[config.mk]
export PLATFORM = sky130hd
export DESIGN_NAME = wheel_speed_and_cadence_calc
export DESIGN_NICKNAME = d
export VERILOG_FILES = /design/src/rtl/core/wsc_pkg.sv /design/src/rtl/core/wsc_front.sv /design/src/rtl/core/wsc_queue.sv /design/src/rtl/core/wsc_back.sv /design/src/rtl/core/wheel_speed_and_cadence_calc.sv
export SDC_FILE = /design/constraint.sdc
export NUM_CORES = 2
export LEC_CHECK = 0
export BUFFER_PORTS_ARGS = -buffer_cell sky130_fd_sc_hd__buf_2
export CORE_MARGIN = 2
export CORE_UTILIZATION = 50
export DETAILED_ROUTE_END_ITERATION = 12
export PLACE_DENSITY = 0.64
export SYNTH_ARGS = -nofsm -noshare
export SYNTH_HDL_FRONTEND = slang
export SYNTH_SLANG_ARGS = --single-unit
[constraint.sdc]
create_clock -name clock -period 7.84 [get_ports clock]
set_input_delay 0.784 -clock clock [delete_from_list [all_inputs] [get_ports clock]]
set_output_delay 0.784 -clock clock [all_outputs]
set_load 0.01 [all_outputs]
[src/rtl/core/wsc_pkg.sv]
package wsc_pkg;

   localparam int NUM_CHAN = 2;
   localparam int CHAN_WHEEL = 0;
   localparam int CHAN_CRANK = 1;

   localparam int CSR_ADDR_W = 2;
   localparam int CSR_DATA_W = 12;

   localparam logic [CSR_ADDR_W-1:0] CSR_WHEEL_CIRC = 2'd0;
   localparam logic [CSR_ADDR_W-1:0] CSR_STALE_EVENTS = 2'd1;
   localparam logic [CSR_ADDR_W-1:0] CSR_SPEED_LIMIT = 2'd2;
   localparam logic [CSR_ADDR_W-1:0] CSR_CADENCE_LIMIT = 2'd3;

   localparam logic [11:0] RST_WHEEL_CIRC = 12'd2130;
   localparam logic [5:0] RST_STALE_EVENTS = 6'd30;
   localparam logic [7:0] RST_SPEED_LIMIT = 8'd120;
   localparam logic [7:0] RST_CADENCE_LIMIT = 8'd120;

   // 1024*36 = 9 << 12, 1024*60 = 15 << 12
   localparam logic [3:0] SPEED_MUL = 4'd9;
   localparam logic [3:0] CADENCE_MUL = 4'd15;
   localparam int UNIT_SHIFT = 12;
   localparam logic [13:0] SPEED_DEN = 14'd10000;

   localparam int NUM_W = 44;
   localparam int DEN_W = 30;

   typedef struct packed {
      logic [11:0] wheel_circumference_mm;
      logic [5:0] stale_events;
      logic [7:0] speed_limit_kph;
      logic [7:0] cadence_limit_rpm;
   } cfg_type;

   typedef struct packed {
      logic changed;
      logic stale;
      logic [15:0] drev;
      logic [15:0] dtime;
   } chan_cmd_type;

   typedef struct packed {
      chan_cmd_type crank;
      chan_cmd_type wheel;
   } cmd_type;

endpackage

[src/rtl/core/wsc_front.sv]
module wsc_front (
   input logic clock,
   input logic reset,
   input wsc_pkg::cfg_type cfg,
   input logic accept,
   input logic [15:0] wheel_rev_count,
   input logic [15:0] wheel_event_time,
   input logic [15:0] crank_rev_count,
   input logic [15:0] crank_event_time,
   output wsc_pkg::cmd_type cmd
);
   import wsc_pkg::*;

   logic [15:0] prev_count_ff [NUM_CHAN];
   logic [15:0] prev_time_ff [NUM_CHAN];
   logic [31:0] total_ff [NUM_CHAN];
   logic [31:0] snap_ff [NUM_CHAN];
   logic [5:0] item_cnt_ff [NUM_CHAN];

   logic [15:0] prev_count_in [NUM_CHAN];
   logic [15:0] prev_time_in [NUM_CHAN];
   logic [31:0] total_in [NUM_CHAN];
   logic [31:0] snap_in [NUM_CHAN];
   logic [5:0] item_cnt_in [NUM_CHAN];

   logic [15:0] count_arr [NUM_CHAN];
   logic [15:0] time_arr [NUM_CHAN];
   chan_cmd_type ccmd [NUM_CHAN];

   assign count_arr[CHAN_WHEEL] = wheel_rev_count;
   assign time_arr[CHAN_WHEEL] = wheel_event_time;
   assign count_arr[CHAN_CRANK] = crank_rev_count;
   assign time_arr[CHAN_CRANK] = crank_event_time;

   always_comb begin
      for (int i = 0; i < NUM_CHAN; i++) begin
         if (item_cnt_ff[i] == cfg.stale_events) begin
            snap_in[i] = total_ff[i];
            item_cnt_in[i] = '0;
         end else begin
            snap_in[i] = snap_ff[i];
            item_cnt_in[i] = item_cnt_ff[i] + 6'd1;
         end
         ccmd[i].changed = (count_arr[i] != prev_count_ff[i]);
         ccmd[i].drev = count_arr[i] - prev_count_ff[i];
         ccmd[i].dtime = time_arr[i] - prev_time_ff[i];
         if (ccmd[i].changed) begin
            total_in[i] = total_ff[i] + {16'd0, ccmd[i].drev};
            prev_count_in[i] = count_arr[i];
            prev_time_in[i] = time_arr[i];
         end else begin
            total_in[i] = total_ff[i];
            prev_count_in[i] = prev_count_ff[i];
            prev_time_in[i] = prev_time_ff[i];
         end
         ccmd[i].stale = (snap_in[i] == total_in[i]) && (total_in[i] != '0);
      end
   end

   assign cmd.wheel = ccmd[CHAN_WHEEL];
   assign cmd.crank = ccmd[CHAN_CRANK];

   always_ff @(posedge clock) begin
      for (int i = 0; i < NUM_CHAN; i++) begin
         if (reset) begin
            prev_count_ff[i] <= '0;
            prev_time_ff[i] <= '0;
            total_ff[i] <= '0;
            snap_ff[i] <= '0;
            item_cnt_ff[i] <= '0;
         end else if (accept) begin
            prev_count_ff[i] <= prev_count_in[i];
            prev_time_ff[i] <= prev_time_in[i];
            total_ff[i] <= total_in[i];
            snap_ff[i] <= snap_in[i];
            item_cnt_ff[i] <= item_cnt_in[i];
         end
      end
   end

endmodule

[src/rtl/core/wsc_queue.sv]
module wsc_queue (
   input logic clock,
   input logic reset,
   input logic push,
   input wsc_pkg::cmd_type push_data,
   input logic pop,
   output wsc_pkg::cmd_type pop_data,
   output logic full,
   output logic empty
);
   import wsc_pkg::*;

   cmd_type entry_ff [2];
   logic wr_ptr_ff;
   logic rd_ptr_ff;
   logic [1:0] count_ff;

   assign full = (count_ff == 2'd2);
   assign empty = (count_ff == 2'd0);
   assign pop_data = entry_ff[rd_ptr_ff];

   always_ff @(posedge clock) begin
      if (push) begin
         entry_ff[wr_ptr_ff] <= push_data;
      end
   end

   always_ff @(posedge clock) begin
      if (reset) begin
         wr_ptr_ff <= 1'b0;
         rd_ptr_ff <= 1'b0;
         count_ff <= '0;
      end else begin
         if (push) begin
            wr_ptr_ff <= ~wr_ptr_ff;
         end
         if (pop) begin
            rd_ptr_ff <= ~rd_ptr_ff;
         end
         count_ff <= count_ff + {1'b0, push} - {1'b0, pop};
      end
   end

endmodule

[src/rtl/core/wsc_back.sv]
module wsc_back (
   input logic clock,
   input logic reset,
   input wsc_pkg::cfg_type cfg,
   input logic q_empty,
   input wsc_pkg::cmd_type q_data,
   output logic q_pop,
   output logic rsp_tvalid,
   input logic rsp_tready,
   output logic [15:0] rsp_tdata
);
   import wsc_pkg::*;

   localparam logic [2:0] ST_IDLE = 3'd0;
   localparam logic [2:0] ST_MUL = 3'd1;
   localparam logic [2:0] ST_CMP = 3'd2;
   localparam logic [2:0] ST_DIV = 3'd3;
   localparam logic [2:0] ST_FIN = 3'd4;
   localparam logic [2:0] ST_OUT = 3'd5;

   logic [2:0] state_ff, state_in;
   logic ch_ff, ch_in;
   cmd_type cmd_ff, cmd_in;
   logic [NUM_W-1:0] num_ff, num_in;
   logic [DEN_W-1:0] den_ff, den_in;
   logic [NUM_W-1:0] rem_ff, rem_in;
   logic [NUM_W-1:0] dsh_ff, dsh_in;
   logic [7:0] quo_ff, quo_in;
   logic ovf_ff, ovf_in;
   logic [2:0] step_ff, step_in;
   logic [7:0] held_ff [NUM_CHAN];
   logic [7:0] held_in [NUM_CHAN];
   logic rsp_valid_ff, rsp_valid_in;
   logic [15:0] rsp_data_ff, rsp_data_in;

   chan_cmd_type cur;
   logic [7:0] limit;
   logic [15:0] circ9;
   logic [31:0] prod;
   logic [7:0] val;

   assign cur = ch_ff ? cmd_ff.crank : cmd_ff.wheel;
   assign limit = ch_ff ? cfg.cadence_limit_rpm : cfg.speed_limit_kph;
   assign circ9 = {4'd0, cfg.wheel_circumference_mm} * {12'd0, SPEED_MUL};
   assign rsp_tvalid = rsp_valid_ff;
   assign rsp_tdata = rsp_data_ff;

   always_comb begin
      state_in = state_ff;
      ch_in = ch_ff;
      cmd_in = cmd_ff;
      num_in = num_ff;
      den_in = den_ff;
      rem_in = rem_ff;
      dsh_in = dsh_ff;
      quo_in = quo_ff;
      ovf_in = ovf_ff;
      step_in = step_ff;
      held_in = held_ff;
      rsp_valid_in = rsp_valid_ff && !rsp_tready;
      rsp_data_in = rsp_data_ff;
      q_pop = 1'b0;
      prod = '0;
      val = '0;
      unique case (state_ff)
         ST_IDLE: begin
            if (!q_empty) begin
               q_pop = 1'b1;
               cmd_in = q_data;
               ch_in = 1'b0;
               state_in = ST_MUL;
            end
         end
         ST_MUL: begin
            if (ch_ff) begin
               prod = {16'd0, cur.drev} * {28'd0, CADENCE_MUL};
               den_in = {14'd0, cur.dtime};
            end else begin
               prod = {16'd0, circ9} * {16'd0, cur.drev};
               den_in = DEN_W'({14'd0, cur.dtime} * {16'd0, SPEED_DEN});
            end
            num_in = {prod, UNIT_SHIFT'(0)};
            state_in = ST_CMP;
         end
         ST_CMP: begin
            ovf_in = (num_ff >= {6'd0, den_ff, 8'd0});
            rem_in = num_ff;
            dsh_in = {7'd0, den_ff, 7'd0};
            quo_in = '0;
            step_in = '0;
            state_in = ST_DIV;
         end
         ST_DIV: begin
            if (rem_ff >= dsh_ff) begin
               rem_in = rem_ff - dsh_ff;
               quo_in = {quo_ff[6:0], 1'b1};
            end else begin
               quo_in = {quo_ff[6:0], 1'b0};
            end
            dsh_in = dsh_ff >> 1;
            step_in = step_ff + 3'd1;
            if (step_ff == 3'd7) begin
               state_in = ST_FIN;
            end
         end
         ST_FIN: begin
            val = held_ff[ch_ff];
            if (cur.changed) begin
               val = (cur.dtime == '0 || ovf_ff) ? 8'd0 : quo_ff;
            end
            if (cur.stale || val > limit) begin
               val = 8'd0;
            end
            held_in[ch_ff] = val;
            if (ch_ff) begin
               state_in = ST_OUT;
            end else begin
               ch_in = 1'b1;
               state_in = ST_MUL;
            end
         end
         ST_OUT: begin
            if (!rsp_valid_ff || rsp_tready) begin
               rsp_valid_in = 1'b1;
               rsp_data_in = {held_ff[CHAN_CRANK], held_ff[CHAN_WHEEL]};
               state_in = ST_IDLE;
            end
         end
         default: begin
            state_in = ST_IDLE;
         end
      endcase
   end

   always_ff @(posedge clock) begin
      cmd_ff <= cmd_in;
      num_ff <= num_in;
      den_ff <= den_in;
      rem_ff <= rem_in;
      dsh_ff <= dsh_in;
      quo_ff <= quo_in;
      ovf_ff <= ovf_in;
      step_ff <= step_in;
      rsp_data_ff <= rsp_data_in;
      if (reset) begin
         state_ff <= ST_IDLE;
         ch_ff <= 1'b0;
         rsp_valid_ff <= 1'b0;
         for (int i = 0; i < NUM_CHAN; i++) begin
            held_ff[i] <= '0;
         end
      end else begin
         state_ff <= state_in;
         ch_ff <= ch_in;
         rsp_valid_ff <= rsp_valid_in;
         held_ff <= held_in;
      end
   end

endmodule

[src/rtl/core/wheel_speed_and_cadence_calc.sv]
// Wheel speed (kph) and crank cadence (rpm) from cumulative 16-bit revolution
// counts and 1/1024 s event times. A beat on req is taken whenever the two-entry
// command queue has room; the front end updates the per-channel counts, totals
// and stall snapshots in that same cycle, so up to three beats are taken back to
// back when the back end is idle (one popped at once, two held in the queue).
// The back end then works each beat through one shared 8-step restoring
// divider, wheel channel first, then crank, and finishes one beat before it
// pops the next. Results leave through an output register, so the back end
// starts the next beat while a result waits.
// Configuration writes take effect on the next clock edge and belong to idle time.
module wheel_speed_and_cadence_calc (
   input logic clock,
   input logic reset,
   input logic req_tvalid,
   output logic req_tready,
   // wheel_rev_count, wheel_event_time, crank_rev_count, crank_event_time
   input logic [63:0] req_tdata,
   output logic rsp_tvalid,
   input logic rsp_tready,
   // speed_kph, cadence_rpm
   output logic [15:0] rsp_tdata,
   input logic csr_we,
   input logic [wsc_pkg::CSR_ADDR_W-1:0] csr_addr,
   input logic [wsc_pkg::CSR_DATA_W-1:0] csr_wdata
);
   import wsc_pkg::*;

   cfg_type cfg_ff;
   cmd_type fe_cmd;
   cmd_type q_data;
   logic q_full;
   logic q_empty;
   logic q_pop;
   logic accept;

   assign req_tready = !q_full;
   assign accept = req_tvalid && !q_full;

   always_ff @(posedge clock) begin
      if (reset) begin
         cfg_ff.wheel_circumference_mm <= RST_WHEEL_CIRC;
         cfg_ff.stale_events <= RST_STALE_EVENTS;
         cfg_ff.speed_limit_kph <= RST_SPEED_LIMIT;
         cfg_ff.cadence_limit_rpm <= RST_CADENCE_LIMIT;
      end else if (csr_we) begin
         unique case (csr_addr)
            CSR_WHEEL_CIRC: cfg_ff.wheel_circumference_mm <= csr_wdata;
            CSR_STALE_EVENTS: cfg_ff.stale_events <= csr_wdata[5:0];
            CSR_SPEED_LIMIT: cfg_ff.speed_limit_kph <= csr_wdata[7:0];
            CSR_CADENCE_LIMIT: cfg_ff.cadence_limit_rpm <= csr_wdata[7:0];
            default: begin
            end
         endcase
      end
   end

   wsc_front u_front (
      .clock(clock),
      .reset(reset),
      .cfg(cfg_ff),
      .accept(accept),
      .wheel_rev_count(req_tdata[15:0]),
      .wheel_event_time(req_tdata[31:16]),
      .crank_rev_count(req_tdata[47:32]),
      .crank_event_time(req_tdata[63:48]),
      .cmd(fe_cmd)
   );

   wsc_queue u_queue (
      .clock(clock),
      .reset(reset),
      .push(accept),
      .push_data(fe_cmd),
      .pop(q_pop),
      .pop_data(q_data),
      .full(q_full),
      .empty(q_empty)
   );

   wsc_back u_back (
      .clock(clock),
      .reset(reset),
      .cfg(cfg_ff),
      .q_empty(q_empty),
      .q_data(q_data),
      .q_pop(q_pop),
      .rsp_tvalid(rsp_tvalid),
      .rsp_tready(rsp_tready),
      .rsp_tdata(rsp_tdata)
   );

endmodule

Word-level counts from Yosys, hierarchy flattened
Memory sizes are Yosys's and may differ from the RTL's. A register that Yosys moved wholly into a read port is not among the register bits.
Index checks and enable logic that the tools add are counted.

word-level totals
  bits in latches = 0
  ROM bits = 0
  memories = 6
  memory bits (writable) = 340
  input bits = 83
  flip-flop bits (word level) = 237

operators by class
  add/subtract/negate cells = 12
  $mul = 4
  shift-type cells = 0
  $lt $le $gt $ge = 5
  mux-type cells = 58
  bitwise logic cells = 14
  eq/ne operators = 20
  reduce and logical (&&, ||, !) cells = 28
  div/mod/pow operators = 0

memory list
  name                   words  bits a word  read ports  clocked after Yosys merged registers in  wr ports  line             source
  u_queue.entry_ff       2      68           1           1                                        1         wsc_queue.sv:13  cmd_type entry_ff [2];
  u_front.snap_ff        2      32           2           0                                        2         wsc_front.sv:17  logic [31:0] snap_ff [NUM_CHAN];
  u_front.total_ff       2      32           2           0                                        2         wsc_front.sv:16  logic [31:0] total_ff [NUM_CHAN];
  u_front.prev_count_ff  2      16           2           0                                        2         wsc_front.sv:14  logic [15:0] prev_count_ff [NUM_CHAN];
  u_front.prev_time_ff   2      16           2           0                                        2         wsc_front.sv:15  logic [15:0] prev_time_ff [NUM_CHAN];
  u_front.item_cnt_ff    2      6            2           0                                        2         wsc_front.sv:18  logic [5:0] item_cnt_ff [NUM_CHAN];

operators with widths
  cell                                                                   number
  32-bit 2-to-1 mux                                                      8
  44-bit case mux with 2 select lines                                    2
  16-bit 2-to-1 mux                                                      9
  8-bit 2-to-1 mux                                                       10
  32-bit by 16-bit adder with 32-bit output                              2
  32-bit == test                                                         2
  32-bit nonzero test                                                    2
  16-bit subtractor                                                      4
  44-bit by 38-bit >= comparator with 1-bit output                       1
  44-bit >= comparator                                                   1
  44-bit 2-to-1 mux                                                      1
  44-bit subtractor                                                      1
  34-bit 2-to-1 mux                                                      1
  16-bit by 16-bit multiplier with 32-bit output                         1
  16-bit inequality test                                                 2
  16-bit by 10-bit multiplier with 26-bit output, second input constant  1
  6-bit 2-to-1 mux                                                       4
  16-bit by 4-bit multiplier with 20-bit output, second input constant   1
  20-bit 2-to-1 mux                                                      1
  3-bit case mux with 6 select lines                                     1
  16-bit bitwise mux                                                     1
  16-bit zero test                                                       1
  12-bit by 4-bit multiplier with 16-bit output, second input constant   1
  8-bit case mux with 2 select lines                                     1
  31 further kinds                                                       82

Depth between registers and ports, before layout
  depth in word-level cells = 11
  gate-level depth with buffers = 35
  mapped depth without buffers = 35

Modules after synthesis
Synthesis repeated with hierarchy kept, for this count alone.

unflattened totals
  cell total of the unflattened synthesis = 4898
  area, all modules = 48703.0 um^2

modules (own cells, without submodules)
  module                        area each (um^2)  seq. area each (um^2)  cells an instance  times used
  wsc_back                      25977.4           7597.3                 2685               1
  wsc_front                     16119.2           6125.9                 1846               1
  wsc_queue                     5213.8            4184.0                 233                1
  wheel_speed_and_cadence_calc  1392.6            680.7                  134                1

Worst setup path after synthesis
No wires, ideal clock.

  path kind = register -> register
  from = register cfg_ff[23] (netlist bit)
  to = register u_back.num_ff[43] (data pin)
  slack = -0.858 ns
  buffers on the path = 0
  data required time = 7.574 ns
  stages on the path, launching flop included = 36
  data arrival time = 8.432 ns
  library setup time = 0.266 ns
  path through = dfxtp_1 ha_1 ha_1 fa_1 a21oi_1 nor2_1 nor2_1 o21bai_1 a21oi_1 o21bai_1 a21oi_1 nor2b_1 o21ai_0 xnor2_1 nand2_1 fa_1 fa_1 inv_1 fa_1 fa_1 fa_1 inv_1 fa_1 inv_1 ha_1 a21o_1 a211oi_1 a2111o_1 a31oi_1 nor2_1 a211oi_1 a41o_1 o41ai_1 o21ai_0 xnor2_1 nor2_1

on the way
  word-level cells in the longest chain between the ends = 2

ends and longest elaborated chain
  element                                         line                                source
  from (decl)                                     wheel_speed_and_cadence_calc.sv:28  cfg_type cfg_ff;
  12-bit by 4-bit multiplier with 16-bit output   wsc_back.sv:44                      assign circ9 = {4'd0, cfg.wheel_circumference_mm} * {12'd0, SPEED_MUL};
  16-bit by 16-bit multiplier with 32-bit output  wsc_back.sv:79                      prod = {16'd0, circ9} * {16'd0, cur.drev};
  to (signal assigned)                            wsc_back.sv:137                     num_ff <= num_in;
  to (decl)                                       wsc_back.sv:24                      logic [NUM_W-1:0] num_ff, num_in;

No other way between the ends.
A chain may end at the register's enable or synchronous reset.

Final worst setup path
Ends and elaborated chain as after synthesis.

==> qor.json <==
{
  "status": {"value": "finished, violations left"},
  "failed_checks": {"value": "negative setup slack"},
  "num-nets-final": {"value": 5699},
  "worst_slew_pin_slew": {"value": 1.17, "unit": "ns"},
  "maxSlewViolCount": {"value": 0},
  "cp_data_required_time": {"value": 8.23, "unit": "ns"},
  "synth-edff-count": {"value": 579},
  "cts-root-buf": {"value": "clkbuf_16"},
  "final_layout_size_suffix_gt1_frac": {"value": 0.106},
  "max_stage_delay": {"value": 0.55, "unit": "ns"},
  "place_hpwl": {"value": 89700, "unit": "um"},
  "final_period_minus_worst_setup_slack": {"value": 7.91, "unit": "ns"},
  "maxCapViolations": {"value": 0},
  "clkSlewWorstSetupHoldPaths": {"value": 0.06, "unit": "ns"},
  "setup.worst_path.class": {"value": "flop to flop"},
  "numCtsBuffers": {"value": 74},
  "total_number_of_placement_rows": {"value": 113},
  "yosys_warnings": {"value": 0},
  "syn-instance-count": {"value": 4813},
  "final_critical_path_setup_slack": {"value": -0.0651, "unit": "ns"},
  "antenna_found_initial": {"value": 8},
  "yosys.cell_types.count": {"value": 90},
  "async_reset_ff_frac": {"value": 0},
  "final_min_period_over_clock_period": {"value": 1.01},
  "floorplan.core_area": {"value": 95000, "unit": "um2"},
  "total_of_endpoints_with_negative_setup_slack_in_the_final_report": {"value": 2},
  "chipWidth": {"value": 314, "unit": "um"},
  "dr.pass1.iters": {"value": 6},
  "route.vias.total": {"value": 34600},
  "synthesis.area": {"value": 47900, "unit": "um2"},
  "vias_per_cell": {"value": 5.51},
  "post_route_wl": {"value": 118000, "unit": "um"},
  "ioPinCount": {"value": 101},
  "type_of_the_tightest_min_delay_check": {"value": "input pin to flop"},
  "route.antenna.remaining_nets": {"value": 0},
  "cts_hold_repair.buffers": {"value": 0},
  "synth.largest_area_cell": {"value": "edfxtp_1"},
  "mappedNetlistNets": {"value": 5554},
  "cp.arrival": {"value": 8.29, "unit": "ns"},
  "yosys.cell_count.top_type": {"value": "inv_1"},
  "floorplan.die.height": {"value": 314, "unit": "um"},
  "cp_startpoint_kind": {"value": "flop"},
  "cts_tree": {"value": "yes"},
  "groute.usage.overall": {"value": 0.242},
  "critical_path.most_common_cell": {"value": "fa_1"},
  "synth_sequential_area_ratio": {"value": 0.387},
  "clk_latency": {"value": 0.66, "unit": "ns"},
  "report.final.hold_viol_count": {"value": 0},
  "initial_utilization": {"value": 0.504},
  "clockBufferDepth": {"value": 3},
  "post-route-drc-count": {"value": 0},
  "first_global_vias": {"value": 34100},
  "yosys_register_bits": {"value": 638},
  "cpMaxStageDelayCell": {"value": "fa_1"},
  "grt_pass1_wl": {"value": 188000, "unit": "um"},
  "synth_flop_cell": {"value": "edfxtp_1"},
  "synth.top_cell.area_share": {"value": 0.363},
  "area_growth_syn_to_layout": {"value": 11.0, "unit": "%"},
  "cts_max_level": {"value": 3},
  "grt_start_max_net_pins": {"value": 91},
  "clkSinkCount": {"value": 638},
  "grt_setup_unrepaired": {"value": "true"},
  "detailedPlace.worstSlack": {"value": -0.204, "unit": "ns"},
  "critical_path_peak_fanout": {"value": 4},
  "synthTopCellsByArea": {"value": "edfxtp_1, fa_1, ha_1"},
  "top_cell_types_by_occurrence_after_synthesis": {"value": "inv_1, edfxtp_1, nand2_1"},
  "first_iter_violations": {"value": 2672},
  "grt_remaining_overflow": {"value": 0},
  "gpl.final_weighted_congestion": {"value": 0.933},
  "slew-limit-headroom": {"value": 0.219},
  "routed_wire_length_per_instance": {"value": 18.8, "unit": "um"},
  "skew": {"value": 0.0366, "unit": "ns"},
  "die_area": {"value": 98400, "unit": "um2"},
  "post_synth.cell_area_avg": {"value": 9.96, "unit": "um2"},
  "worst_setup_path_end_kind": {"value": "flop"},
  "maximum_clock_rate": {"value": 0.127, "unit": "GHz"},
  "buffer_ports.inserted": {"value": 100}
}
==> cells by family after synthesis <==
| logic type | count (synthesis) | share of synthesized area |
|---|---|---|
| and+or+nand+nor | 1493 | 0.144 |
| AOI/OAI and AO/OA | 809 | 0.105 |
| buffers and inverters | 756 | 0.0597 |
| adders and majority gates | 658 | 0.213 |
| DFF | 638 | 0.387 |
| xor gates and xnor gates | 310 | 0.0569 |
| muxes | 149 | 0.0335 |
==> repair_timing <==
| item | in CTS | in global routing |
|---|---|---|
| setup endpoints to repair | 4 | 11 |
| buffers inserted | 4 | 4 |
| gates resized for setup | 14 | 16 |
| pin swaps | 21 | 18 |
| hold endpoints to repair | 0 | 0 |
==> per-stage QoR <==
step           instance area [um2]  hold slack (ns)   util  setup TNS, ns  std cells
6_report                     53200            0.388  0.560        -0.0788       6283
5_1_grt                      53200            0.398  0.560          -2.20       6283
4_1_cts                      53100            0.370  0.559        -0.0263       6278
3_5_place_dp                 50600            0.445  0.532         -0.456       6139
3_3_place_gp                 50600            0.439  0.532         -0.300       6139
2_1_floorplan                48100            0.424      -              0       4813
==> path summary, 6_finish.rpt <==
| path | slack (ns) | end | startpoint | depth (start not counted) |
|---|---|---|---|---|
| max reg2reg | -0.07 | u_back.num_ff[43]$_SDFFCE_PP0P_ | cfg_ff[23]$_SDFFE_PP1P_ | 34 |
| min reg2reg | 0.43 | u_back.rsp_tdata[11]$_DFFE_PP_ | u_back.held_ff[3]$_SDFFE_PP0P_ | 0 |
| max | -0.07 | u_back.num_ff[43]$_SDFFCE_PP0P_ | cfg_ff[23]$_SDFFE_PP1P_ | 34 |
| min | 0.39 | cfg_ff[33]$_SDFFE_PP1P_ | csr_wdata[11] | 3 |
==> critical path, delay by kind of cell (launching register included) <==
family / cells / cell delay [ns]
compound gates: 12 / 2.27
flops: 1 / 0.35
fa+ha+maj: 10 / 4.03
buf+inv: 3 / 0.14
simple gates: 7 / 0.54
xor+xnor: 2 / 0.30
==> sequential cells by signal, indices dropped and copies added, names as in the netlist, 2 cells and up <==
name and flops:
u_queue.entry_ff 136, u_back.cmd_ff 68, u_front.snap_ff 64, u_front.total_ff 64, u_back.rem_ff 44, u_back.dsh_ff 37, cfg_ff 34, u_back.num_ff 32
u_front.prev_count_ff 32, u_front.prev_time_ff 32, u_back.den_ff 30, u_back.held_ff 16, u_back.rsp_tdata 16, u_front.item_cnt_ff 12, u_back.quo_ff 8, u_back.state_ff 3
u_back.step_ff 3, u_queue.count_ff 2
==> layout make-up <==
type	instances	area, um2
Multi-Input combinational cell	3419	26900
Timing Repair Buffer	225	1450
Clock buffer	91	1980
Inverter	600	2250
Fill cell	8398	41800
Clock inverter	44	457
Antenna cell	1	2.50
Sequential cell	638	18600
Tap cell	1265	1580
==> metal layers <==
metal  part of all wire  vias up  track usage
met1               0.46    16800        0.344
li1                   -    16800            -
met3              0.056      155       0.0317
met5                  0        -            0
met4              0.029        0       0.0771
met2               0.46      891        0.386
==> layout by cell type, fill, tap and decap left out, types with 129 or more instances in the layout <==
| master | count |
|---|---|
| nor2_1 | 400 |
| and2_1 | 129 |
| ha_1 | 385 |
| edfxtp_1 | 579 |
| xnor2_1 | 188 |
| a21oi_1 | 257 |
| nand2_1 | 552 |
| inv_1 | 588 |
| fa_1 | 264 |
| o21ai_0 | 198 |
Power is left out: the tool's default activity adds up to more than one toggle a clock period on the data nets, which glitch-free logic cannot reach.
